--- src/hw/rtl/gsc_pkg.sv ---
`timescale 1ns / 1ps

package gsc_pkg;

    localparam int SUM_WIDTH_DEF = 48;
    localparam int E_W           = 24;
    localparam int FRAC_W        = 17;
    localparam int CHI2_W        = 20;
    localparam int FACT_W        = 20;
    localparam int MAG_W         = 41;
    localparam int ACC_W         = 36;
    localparam int T_W           = 26;

    localparam logic [FRAC_W-1:0] FRAC_ONE     = 17'd65536;
    localparam logic [E_W-1:0]    AMP_LOW      = 24'd1024000;
    localparam logic [E_W-1:0]    AMP_MID      = 24'd1280000;
    localparam logic [E_W-1:0]    AMP_F2_LOW   = 24'd1792000;
    localparam logic [E_W-1:0]    AMP_F1_CLAMP = 24'd2560000;
    localparam logic [E_W-1:0]    AMP_F2_CLAMP = 24'd4608000;
    localparam logic [CHI2_W-1:0] CHI2_SMALL   = 20'd4000;
    localparam logic [CHI2_W-1:0] CHI2_LARGE   = 20'd96000;
    localparam logic signed [ACC_W-1:0] Q24_ONE = 36'sd16777216;

    typedef struct packed {
        logic              hit_found;
        logic [E_W-1:0]    calib_energy;
        logic [E_W-1:0]    recalib_energy;
        logic [FRAC_W-1:0] hit_fraction;
        logic [CHI2_W-1:0] hit_chi2;
        logic              gain6_switch;
        logic              gain1_switch;
        logic              last_hit;
        logic [E_W-1:0]    cluster_raw_energy;
        logic [E_W-1:0]    photon_energy;
    } t_hit;

    typedef struct packed {
        logic signed [FACT_W-1:0] correction_factor;
        logic [E_W-1:0]           corrected_energy;
    } t_res;

    typedef enum logic [1:0] {
        POLY_ONE,
        POLY_F1,
        POLY_F2,
        POLY_F3
    } t_poly;

    typedef enum logic [3:0] {
        OP_NOP,
        OP_GAIN_INIT,
        OP_HORNER,
        OP_DIV_HIT,
        OP_ACCUM,
        OP_DIV_RATIO,
        OP_MUL_INIT,
        OP_MUL_STEP,
        OP_DIV_DELTA,
        OP_FACTOR,
        OP_EMIT
    } t_op;

    typedef struct packed {
        logic found;
        logic last;
        logic zero;
        logic horner_done;
        logic div_busy;
        logic mul_done;
        logic out_free;
    } t_sts;

    // Polynomial coefficients in Q.24, index is the power of t.
    function automatic logic signed [ACC_W-1:0] gsc_coef(input t_poly sel,
                                                         input logic [2:0] idx);
        logic signed [ACC_W-1:0] c;
        c = Q24_ONE;
        case (sel)
            POLY_F1: begin
                case (idx)
                    3'd0: c = 36'sd952142;
                    3'd1: c = 36'sd167405868;
                    3'd2: c = -36'sd610805203;
                    3'd3: c = 36'sd893663585;
                    default: c = -36'sd464701414;
                endcase
            end
            POLY_F2: begin
                case (idx)
                    3'd0: c = 36'sd12921241;
                    3'd1: c = 36'sd19867058;
                    3'd2: c = -36'sd30801019;
                    default: c = 36'sd12337846;
                endcase
            end
            POLY_F3: begin
                case (idx)
                    3'd0: c = -36'sd40114323;
                    3'd1: c = 36'sd274079662;
                    default: c = -36'sd375718654;
                endcase
            end
            default: c = Q24_ONE;
        endcase
        return c;
    endfunction

endpackage

--- src/hw/rtl/gsc_ctrl.sv ---
`timescale 1ns / 1ps

module gsc_ctrl (
    input  logic          i_clk,
    input  logic          i_rst_n,
    input  logic          i_hit_valid,
    output logic          o_hit_ready,
    input  gsc_pkg::t_sts i_sts,
    output gsc_pkg::t_op  o_op
);
    import gsc_pkg::*;

    typedef enum logic [3:0] {
        S_IDLE, S_GAIN, S_HORN, S_DIVH, S_DIVHW, S_ACC, S_FCHK, S_DIVR,
        S_DIVRW, S_MULI, S_MUL, S_DIVD, S_DIVDW, S_FACT, S_EMIT
    } t_state;

    t_state r_state, n_state;
    t_op    r_op, n_op;

    always_comb begin
        n_state = r_state;
        n_op    = OP_NOP;
        unique case (r_state)
            S_IDLE: begin
                if (i_hit_valid) begin
                    n_state = S_GAIN;
                    n_op    = OP_GAIN_INIT;
                end
            end
            S_GAIN: begin
                if (i_sts.found) begin
                    n_state = S_HORN;
                    n_op    = OP_HORNER;
                end else if (i_sts.last) begin
                    n_state = S_FCHK;
                end else begin
                    n_state = S_IDLE;
                end
            end
            S_HORN: begin
                if (i_sts.horner_done) begin
                    n_state = S_DIVH;
                    n_op    = OP_DIV_HIT;
                end else begin
                    n_op = OP_HORNER;
                end
            end
            S_DIVH: n_state = S_DIVHW;
            S_DIVHW: begin
                if (!i_sts.div_busy) begin
                    n_state = S_ACC;
                    n_op    = OP_ACCUM;
                end
            end
            S_ACC: n_state = i_sts.last ? S_FCHK : S_IDLE;
            S_FCHK: begin
                if (i_sts.zero) begin
                    n_state = S_FACT;
                    n_op    = OP_FACTOR;
                end else begin
                    n_state = S_DIVR;
                    n_op    = OP_DIV_RATIO;
                end
            end
            S_DIVR: n_state = S_DIVRW;
            S_DIVRW: begin
                if (!i_sts.div_busy) begin
                    n_state = S_MULI;
                    n_op    = OP_MUL_INIT;
                end
            end
            S_MULI: begin
                n_state = S_MUL;
                n_op    = OP_MUL_STEP;
            end
            S_MUL: begin
                if (i_sts.mul_done) begin
                    n_state = S_DIVD;
                    n_op    = OP_DIV_DELTA;
                end else begin
                    n_op = OP_MUL_STEP;
                end
            end
            S_DIVD: n_state = S_DIVDW;
            S_DIVDW: begin
                if (!i_sts.div_busy) begin
                    n_state = S_FACT;
                    n_op    = OP_FACTOR;
                end
            end
            S_FACT: begin
                n_state = S_EMIT;
                n_op    = OP_EMIT;
            end
            S_EMIT: begin
                if (i_sts.out_free) begin
                    n_state = S_IDLE;
                end else begin
                    n_op = OP_EMIT;
                end
            end
            default: n_state = S_IDLE;
        endcase
    end

    always_ff @(posedge i_clk) begin
        if (!i_rst_n) begin
            r_state <= S_IDLE;
            r_op    <= OP_NOP;
        end else begin
            r_state <= n_state;
            r_op    <= n_op;
        end
    end

    assign o_hit_ready = r_state == S_IDLE;
    assign o_op        = r_op;

endmodule

--- config.mk ---
export PLATFORM = sky130hd
export DESIGN_NAME = gsc_ctrl
export DESIGN_NICKNAME = d
export VERILOG_FILES = /design/src/hw/rtl/gsc_pkg.sv /design/src/hw/rtl/gsc_ctrl.sv
export SDC_FILE = /design/constraint.sdc
export NUM_CORES = 1
export LEC_CHECK = 0
export BUFFER_PORTS_ARGS = -buffer_cell sky130_fd_sc_hd__buf_2
export CAP_MARGIN = 10
export CORE_AREA = 2 2 39 41
export CTS_BUF_LIST = sky130_fd_sc_hd__clkbuf_16
export CTS_CLUSTER_SIZE = 12
export DETAILED_ROUTE_END_ITERATION = 6
export DIE_AREA = 0 0 41 43
export HOLD_SLACK_MARGIN = 0.02
export PLACE_DENSITY_LB_ADDON = 0.08
export SLEW_MARGIN = 0
export SYNTH_ARGS = -nofsm -noshare
export SYNTH_HDL_FRONTEND = slang
export SYNTH_SLANG_ARGS = --single-unit
--- constraint.sdc ---
create_clock -name i_clk -period 3.2 [get_ports i_clk]
set_input_delay 0.16 -clock i_clk [delete_from_list [all_inputs] [get_ports i_clk]]
set_output_delay 0.16 -clock i_clk [all_outputs]
set_load 0.1 [all_outputs]
# [Yosys cells after proc, flatten, opt, wreduce, memory -nomap -nowiden]
# Index checks and enable logic that the tools add are counted.
[totals] reg_bits=8 latch_bits=0 ram_bits=0 romBits=0 output_inout_bits=5 memories=0
[classes] add_sub_neg=0 multipliers=0 n_div=0 order_cmp=0 n_eq_ne=21 shift=0 mux=21 bitwise=0 reduce_logical=2
[op_table] op="$pmux W4 S15" n=1
[op_table] op="$mux W4" n=12
[op_table] op="$pmux W4 S11" n=1
[op_table] op="$eq A4 B4 Y1 const B" n=7
[op_table] op="$eq A4 B3 Y1 const B" n=4
[op_table] op="$ne A2 B2 Y1 const B" n=7
[op_table] op="$mux W3" n=4
[op_table] op="$eq A4 B2 Y1 const B" n=2
[op_table] op="$reduce_and A7 Y1" n=1
[op_table] op="$eq A4 B1 Y1 const B" n=1
[op_table] op="$logic_not A4 Y1" n=1
[op_table] op="$mux W1" n=2
[op_table] op="$mux W2" n=1

# [Longest topological paths before layout]
# Gate-level depths: netlist of run 1.
[logic_depth] depth_word=3 ltp_mapped=6 ltp_nobuf=4

# [Least setup slack after synthesis of run 1]
# Ideal clock, no wire load.
[synth_timing] path_type="register to output" start="register r_state[2]" end="output port o_hit_ready" arrival_time_ns=2.699 required_time_ns=3.040 path_slack_ns=0.341 path_stages_with_launch=4 cell_sequence="dfxtp_1 -> buf_6 -> or2_4 -> nor3_1"
[synth_via] elab_chain_len=1
[synth_lines] item="start: declaration" line_no="gsc_ctrl.sv:18" source="t_state r_state, n_state;"
[synth_lines] item="start signal: assignment" line_no="gsc_ctrl.sv:112" source="r_state <= n_state;"
[synth_lines] item="$logic_not A4 Y1" line_no="gsc_ctrl.sv:117" source="assign o_hit_ready = r_state == S_IDLE;"
[synth_lines] item="end: declaration" line_no="gsc_ctrl.sv:7" source="output logic o_hit_ready,"
# No other way between the ends.

# [Worst setup path in the final report of run 1]
[layout_timing] start="register r_state[2]" end="register r_state[2]"
[layout_via] elab_chain_len=3 elab_cells_between_ends=24 classes_between="eq/ne: 21; mux: 1; reduce/logical: 2"
[layout_lines] item="$eq A4 B2 Y1, or another cell as far along" line_no="gsc_ctrl.sv:24" source="unique case (r_state)"
[layout_lines] item="$ne A2 B2 Y1 (no line)"
[layout_lines] item="$reduce_and A7 Y1 (no line)"
# Parallel ways exist; a longest one is shown, timed or not.
# A chain may end at the register's enable or synchronous reset.

==> impl_results.md, run 1 <==
- Worst hold path depth: 2
- Clk root buf: clkbuf_16
- Synth area leader: dfxtp_1
- Endpoints failing setup: 0
- CTS Buf Count: 3
- # IOs: 15
- Syn_area_per_cell: 7.52 sq um
- YS warnings: 0
- CP cell instances: mux2_2 -> o211a_2 -> or3b_1 -> a21oi_1
- Reg-to-reg setup timing slack: 1.27 ns
- Die height: 43 microns
- Detailed Routing Iterations Pass 1: 4
- Worst r2r src: r_state[2]$_SDFFE_PN0P_
- CTS tree: yes
- Worst EP required: 3.37 ns
- Crit path largest cell delay: approximately 0.69 ns
- Share of cells above drive strength 1: a little over a fifth
- Wirelength per Cell: 13.7 microns
- DR DRC count: 0
- Hold Crit Class: input port to register
- Global-route wire length before repair: 2390 microns
- Mapped cell area: 647 sq um
- Syn Inst Count: 86
- Post-synthesis xor/xnor area fraction: 0%
- Rows: 14
- Simple-Gate Fraction of Synth Area: 32.5%
- Via Count: approximately 670
- Final Cycle Share: 60.3%
- R2R Path End: r_state[2]$_SDFFE_PN0P_
- Worst Hold End: r_state[1]$_SDFFE_PN0P_
- Syn nets: 96
- Peak supply drop: 342 uV
- Via density: between 5 and 6
- # hold bufs at CTS: 0
- Leak pwr: 0.297 nW
- Cell-internal power: 0.342 mW
- # fillers: 141
- Worst hold margin: 0.162 ns
- Status: finished, final reports clean
- Tmin final: a little under 2 ns
- Bufs on Longest Clock Path: 2
- Synthesis-to-layout area growth: 18.8%
- Post-route cell area: 768 sq um
- Power Density: 734 mW/mm^2
- WP data arrival: 2.10 ns
- Logic pwr share: between 30 and 40%
- Adder-cell area share of the yosys netlist: 0%
- Synth Area in Compound Gates: 31.3%
- Placeable Area: 0.00138 sq mm
- Total power draw: between 0.5 and 0.6 mW
- Nets: 108
- Sequential share of power: 26.6%
- DPL Wire Length: approximately 1100 microns
- Fraction of registers with async set/reset: 0%
- EDFF count, synth: 0
- Largest net degree at the start of global routing: 22
- Final Max Slew Viols: 0
- Clk network pwr share: 37.4%
- Register area share after synthesis: 24.8%
- Post-CTS sizing: 0
- Routed wire length: 1530 microns
- Hold Startpoint: i_rst_n
- Routed Antenna Nets: 0
- Unrepaired setup endpoints after global routing: no
- Die area: between 0.0015 and 0.002 sq mm
- Slowest cell on crit path: dfxtp_1
- Max Clock Skew: roughly 0.0025 ns
- Max Cap Viol: 0
- Number of inserted diodes: 0
- Port bufs: 14
- Die X: 41 microns
- Clock-pin slew on the worst setup and hold paths: 0.04 ns
- Netlist cell types: 33
- Slew margin rel.: 57.3%
- Initial antenna violation count: 0
- DRT iter0 DRCs: 20
- H-tree levels: 1
- Clock sink total: 8
- P_sw: 0.222 mW
- Postcts setup bufs: 0
- Mux contribution to synthesized area: under 10%
- Top post-synthesis cells by area: dfxtp_1, a21oi_1, o21ai_0
- Endpoint type of the worst setup path: register
- Top cell type's share of synthesized area: roughly 25%
- Final Hold Fails: 0
- Setup crit start kind: register
- GP Congestion: around 0.89
- Top FF cell, synth: dfxtp_1
- Setup CP Type: register to register
- GRT overflow: 0
- Vias in the first global route: 531
- Largest family of logic cells by synthesized area: simple AND/OR/NAND/NOR gates
- Yosys reg bits: 8
- Placed inst area: 693 sq um
- Crit-path max FO: 21
- Switching share of power: between 30% and 40%
- Total Routing Usage GR: between 20 and 25%
- Initial Utilization: 46.7%
- Max Fclk: 518 MHz
- Worst slew pin tran: 0.640 ns
- Worst-case reg-to-reg path depth: 4
- Fin util: a little under three fifths
- Clk_lat worst skew: 0.23 ns
- Fin Setup TNS: 0 ns
-- cells in the mapped netlist (2+ instances only) --
library cell,instances
a211o_1,2
a21oi_1,15
buf_2,2
buf_6,2
clkbuf_1,3
dfxtp_1,8
inv_1,5
nand2_1,2
nand2b_1,5
nand3b_1,3
nand4bb_1,2
nor2_1,4
nor2b_1,3
nor3_1,2
nor4b_1,2
o21a_1,2
o21ai_0,7
or3_1,2
-- layer usage --
layer  part of all wire [%]  track usage (%)  wire [microns]
met5                      0                0               0
met4                    2.0             12.0              31
met3                    8.7             3.14             133
met2                     46             27.8             709
met1                     43             28.3             660
-- logic make-up (layout without fill, tap and decap cells) --
kind of cell / count (synthesis) / count (layout)
muxes: 1 / 1
and+or+nand+nor: 32 / 32
buffers and inverters: 12 / 22
DFF: 8 / 8
AOI/OAI and AO/OA: 33 / 33
-- worst max-delay path by stage --
stage / start / to / slack, ns / cells after the start
floorplan: r_state[2]$_SDFFE_PN0P_ / o_hit_ready / 0.34 / 3
global placement: r_state[2]$_SDFFE_PN0P_ / r_state[2]$_SDFFE_PN0P_ / 1.32 / 4
detailed placement: r_state[2]$_SDFFE_PN0P_ / r_state[2]$_SDFFE_PN0P_ / 1.30 / 4
CTS: r_state[2]$_SDFFE_PN0P_ / r_state[2]$_SDFFE_PN0P_ / 1.28 / 4
global route: r_state[2]$_SDFFE_PN0P_ / r_state[2]$_SDFFE_PN0P_ / 1.11 / 4
finish: r_state[2]$_SDFFE_PN0P_ / r_state[2]$_SDFFE_PN0P_ / 1.27 / 4
-- power by group through the flow --
stage	clock network [mW]	registers [mW]	logic, mW
2_1_floorplan	0	0.160	0.162
6_report	0.211	0.150	0.203
3_5_place_dp	0	0.151	0.203
3_3_place_gp	0	0.150	0.204
5_1_grt	0.221	0.155	0.218
4_1_cts	0.213	0.150	0.204
-- cell usage in the layout, fill, tap and decap left out, drive strengths merged, types with 2 or more instances in the layout --
cell type  netlist  layout
a21oi           15      15
buf              4      14
dfxtp            8       8
o21ai            7       7
inv              5       5
nand2b           5       5
nor2             4       4
nor2b            3       3
nand3b           3       3
clkbuf           3       3
nor3             2       2
nor4b            2       2
a211o            2       2
or3              2       2
nand4bb          2       2
nand2            2       2
o21a             2       2
-- through the flow --
step | instances | worst slack (ns)
global placement | 109 | 1.32
CTS | 112 | 1.28
detailed placement | 109 | 1.30
finish | 112 | 1.27
floorplan | 86 | 0.341
global route | 112 | 1.11
-- worst max-delay path, delay by kind of cell (launching register included) --
family / cells / cell delay [ns]
AOI/OAI and AO/OA: 2 / 0.39
and+or+nand+nor: 1 / 0.37
DFF: 1 / 0.69
muxes: 1 / 0.41
-- flip-flops by register name, summed over array words and instances, names as in the netlist --
signal,count
o_op,4
r_state,4
-- layout make-up --
type	count	area [sq um]	share of cell area (%)
multi-input combinational	66	424	55.2
sequential	8	160	20.8
clock buffer	3	75.1	9.77
timing repair buffer	14	70.1	9.12
tap	16	20.0	2.61
inverter	5	18.8	2.44
No activity file was read; power rests on OpenSTA's default activity.
==> run 2, diff against run 1 <==
--- a/config.mk
+++ b/config.mk
@@ -7,11 +7,11 @@
 export LEC_CHECK = 0
 export BUFFER_PORTS_ARGS = -buffer_cell sky130_fd_sc_hd__buf_2
 export CAP_MARGIN = 10
-export CORE_AREA = 2 2 39 41
+export CORE_MARGIN = 2
+export CORE_UTILIZATION = 46
 export CTS_BUF_LIST = sky130_fd_sc_hd__clkbuf_16
 export CTS_CLUSTER_SIZE = 12
 export DETAILED_ROUTE_END_ITERATION = 6
-export DIE_AREA = 0 0 41 43
 export HOLD_SLACK_MARGIN = 0.02
 export PLACE_DENSITY_LB_ADDON = 0.08
 export SLEW_MARGIN = 0
==> constraint.sdc (replaced) <==
create_clock -name i_clk -period 1.73 [get_ports i_clk]
set_input_delay 0.0865 -clock i_clk [delete_from_list [all_inputs] [get_ports i_clk]]
set_output_delay 0.0865 -clock i_clk [all_outputs]
set_load 0.1 [all_outputs]
==> impl_results.md, run 2 (synthesis gave the netlist of run 1 again) <==
- Routed wire length: 1650 microns
- Crit-path max FO: 13
- Placeable Area: 0.00130 sq mm
- Clk root buf: clkbuf_16
- Final Hold Fails: 0
- # IOs: 15
- Crit path largest cell delay: between 0.5 and 0.6 ns
- Busiest layer in global routing: met2
- Largest net degree at the start of global routing: 14
- Postcts setup bufs: 0
- GRT overflow: 0
- Detailed Routing Iterations Pass 1: 4
- Final Cycle Share: about nine tenths
- Clock sink total: 8
- GRT met2 Usage: 30.6%
- GP Congestion: 0.906
- Worst slew pin tran: 0.542 ns
- WP buf/inv: 0
- Final Max Slew Viols: 0
- DPL Wire Length: 1220 microns
- Clock-pin slew on the worst setup and hold paths: 0.04 ns
- CP cell instances: nor2_1 -> a211o_1 -> or3b_1 -> a21oi_1
- WP data arrival: approximately 1.7 ns
- Die area: 0.00172 sq mm
- Vias in the first global route: 656
- Setup crit start kind: register
- Number of inserted diodes: 0
- Synthesis-to-layout area growth: 28.6%
- Die X: 41.5 microns
- Most frequent cells in the layout: a21oi_1, buf_2, o21ai_0, dfxtp_1, buf_4
- Post-route cell area: 832 sq um
- Hold Crit Class: input port to register
- CTS Buf Count: 3
- Met1 global-route usage: 28.3%
- Via Count: 695
- CTS tree: yes
- Max Cap Viol: 0
- Cell family with most CP delay: flip-flops
- Leak pwr: 0.338 nW
- H-tree levels: 1
- Initial Utilization: 49.7%
- Most common cell after layout, fill and taps aside: a21oi_1
- Total Routing Usage GR: a little over a fifth
- Initial antenna violation count: 0
- Fin util: 63.9%
- Share of cells above drive strength 1: 28.2%
- Grt met3 use: 5.65%
- Slew margin rel.: 63.5%
- Routed Antenna Nets: 0
- Status: finished, final reports clean
- Max Fclk: 638 MHz
- Wirelength per Cell: around 14 microns
- Bufs on Longest Clock Path: 2
- Global-route wire length before repair: 2860 microns
- Port bufs: 14
- Tmin final: 1.57 ns
- Endpoints failing setup: 0
- Clk_lat worst skew: 0.23 ns
- DR DRC count: 0
- Nets: 115
- DRT iter0 DRCs: 20
- Unrepaired setup endpoints after global routing: no
- Worst EP required: 1.89 ns
- Max Clock Skew: 0.000672 ns
- Peak supply drop: 734 uV
- Rows: 13
- Setup CP Type: register to register
- Fin Setup TNS: 0 ns
- Power Density: around 1300 mW/mm^2
- Placed inst area: 756 sq um
- Slowest cell on crit path: dfxtp_1
- Via density: between 5 and 6
- Endpoint type of the worst setup path: register
- Die height: 41.5 microns
[run 2: cell count changes in the layout (fill, tap and decap cells not counted), sizes merged]
cell  change
buf       +7
[run 2: final timing paths]
| kind | startpoint | endpoint | slack (ns) | depth (start not counted) |
|---|---|---|---|---|
| setup / recovery | r_state[1]$_SDFFE_PN0P_ | r_state[2]$_SDFFE_PN0P_ | 0.16 | 4 |
| hold / removal | i_rst_n | r_state[1]$_SDFFE_PN0P_ | 0.09 | 2 |
| setup reg to reg | r_state[1]$_SDFFE_PN0P_ | r_state[2]$_SDFFE_PN0P_ | 0.16 | 4 |
| hold reg to reg | r_state[3]$_SDFFE_PN0P_ | r_state[3]$_SDFFE_PN0P_ | 0.59 | 2 |
[run 2: cell type report]
| cell class | count | area, sq um |
|---|---|---|
| Tap cell | 15 | 18.8 |
| Timing Repair Buffer | 21 | 123 |
| Clock buffer | 3 | 75.1 |
| Sequential cell | 8 | 161 |
| Fill cell | 120 | 469 |
| Multi-Input combinational cell | 66 | 435 |
| Inverter | 5 | 18.8 |
[run 2: metrics by stage]
| stage | hold slack (ns) | instances | setup slack (ns) | total power [mW] |
|---|---|---|---|---|
| after floorplan | 0.204 | 86 | 0.211 | 0.612 |
| after global placement | 0.323 | 115 | 0.146 | 0.703 |
| after detailed placement | 0.328 | 115 | 0.125 | 0.705 |
| after CTS | 0.0866 | 118 | 0.112 | 1.11 |
| after global routing | 0.111 | 118 | 0.0495 | 1.16 |
| final | 0.0907 | 118 | 0.162 | 1.10 |
[run 2: layer usage]
layer  part of all wire [%]  vias to the layer above
li1                       -                      347
met1                     45                      310
met2                     45                       33
met4                    2.9                        0
met5                      0                        -
met3                    7.6                        5
[run 2: what timing repair did]
item | CTS | global route
gates resized for setup | 0 | 1
hold buffers | 0 | 0
setup endpoints to repair | 0 | 1
endpoints found under the hold margin | 0 | 0
[run 2: power by group]
part           switching [mW]  internal [mW]
registers              0.0396          0.211
clock network          0.0938          0.298
logic                   0.301          0.161
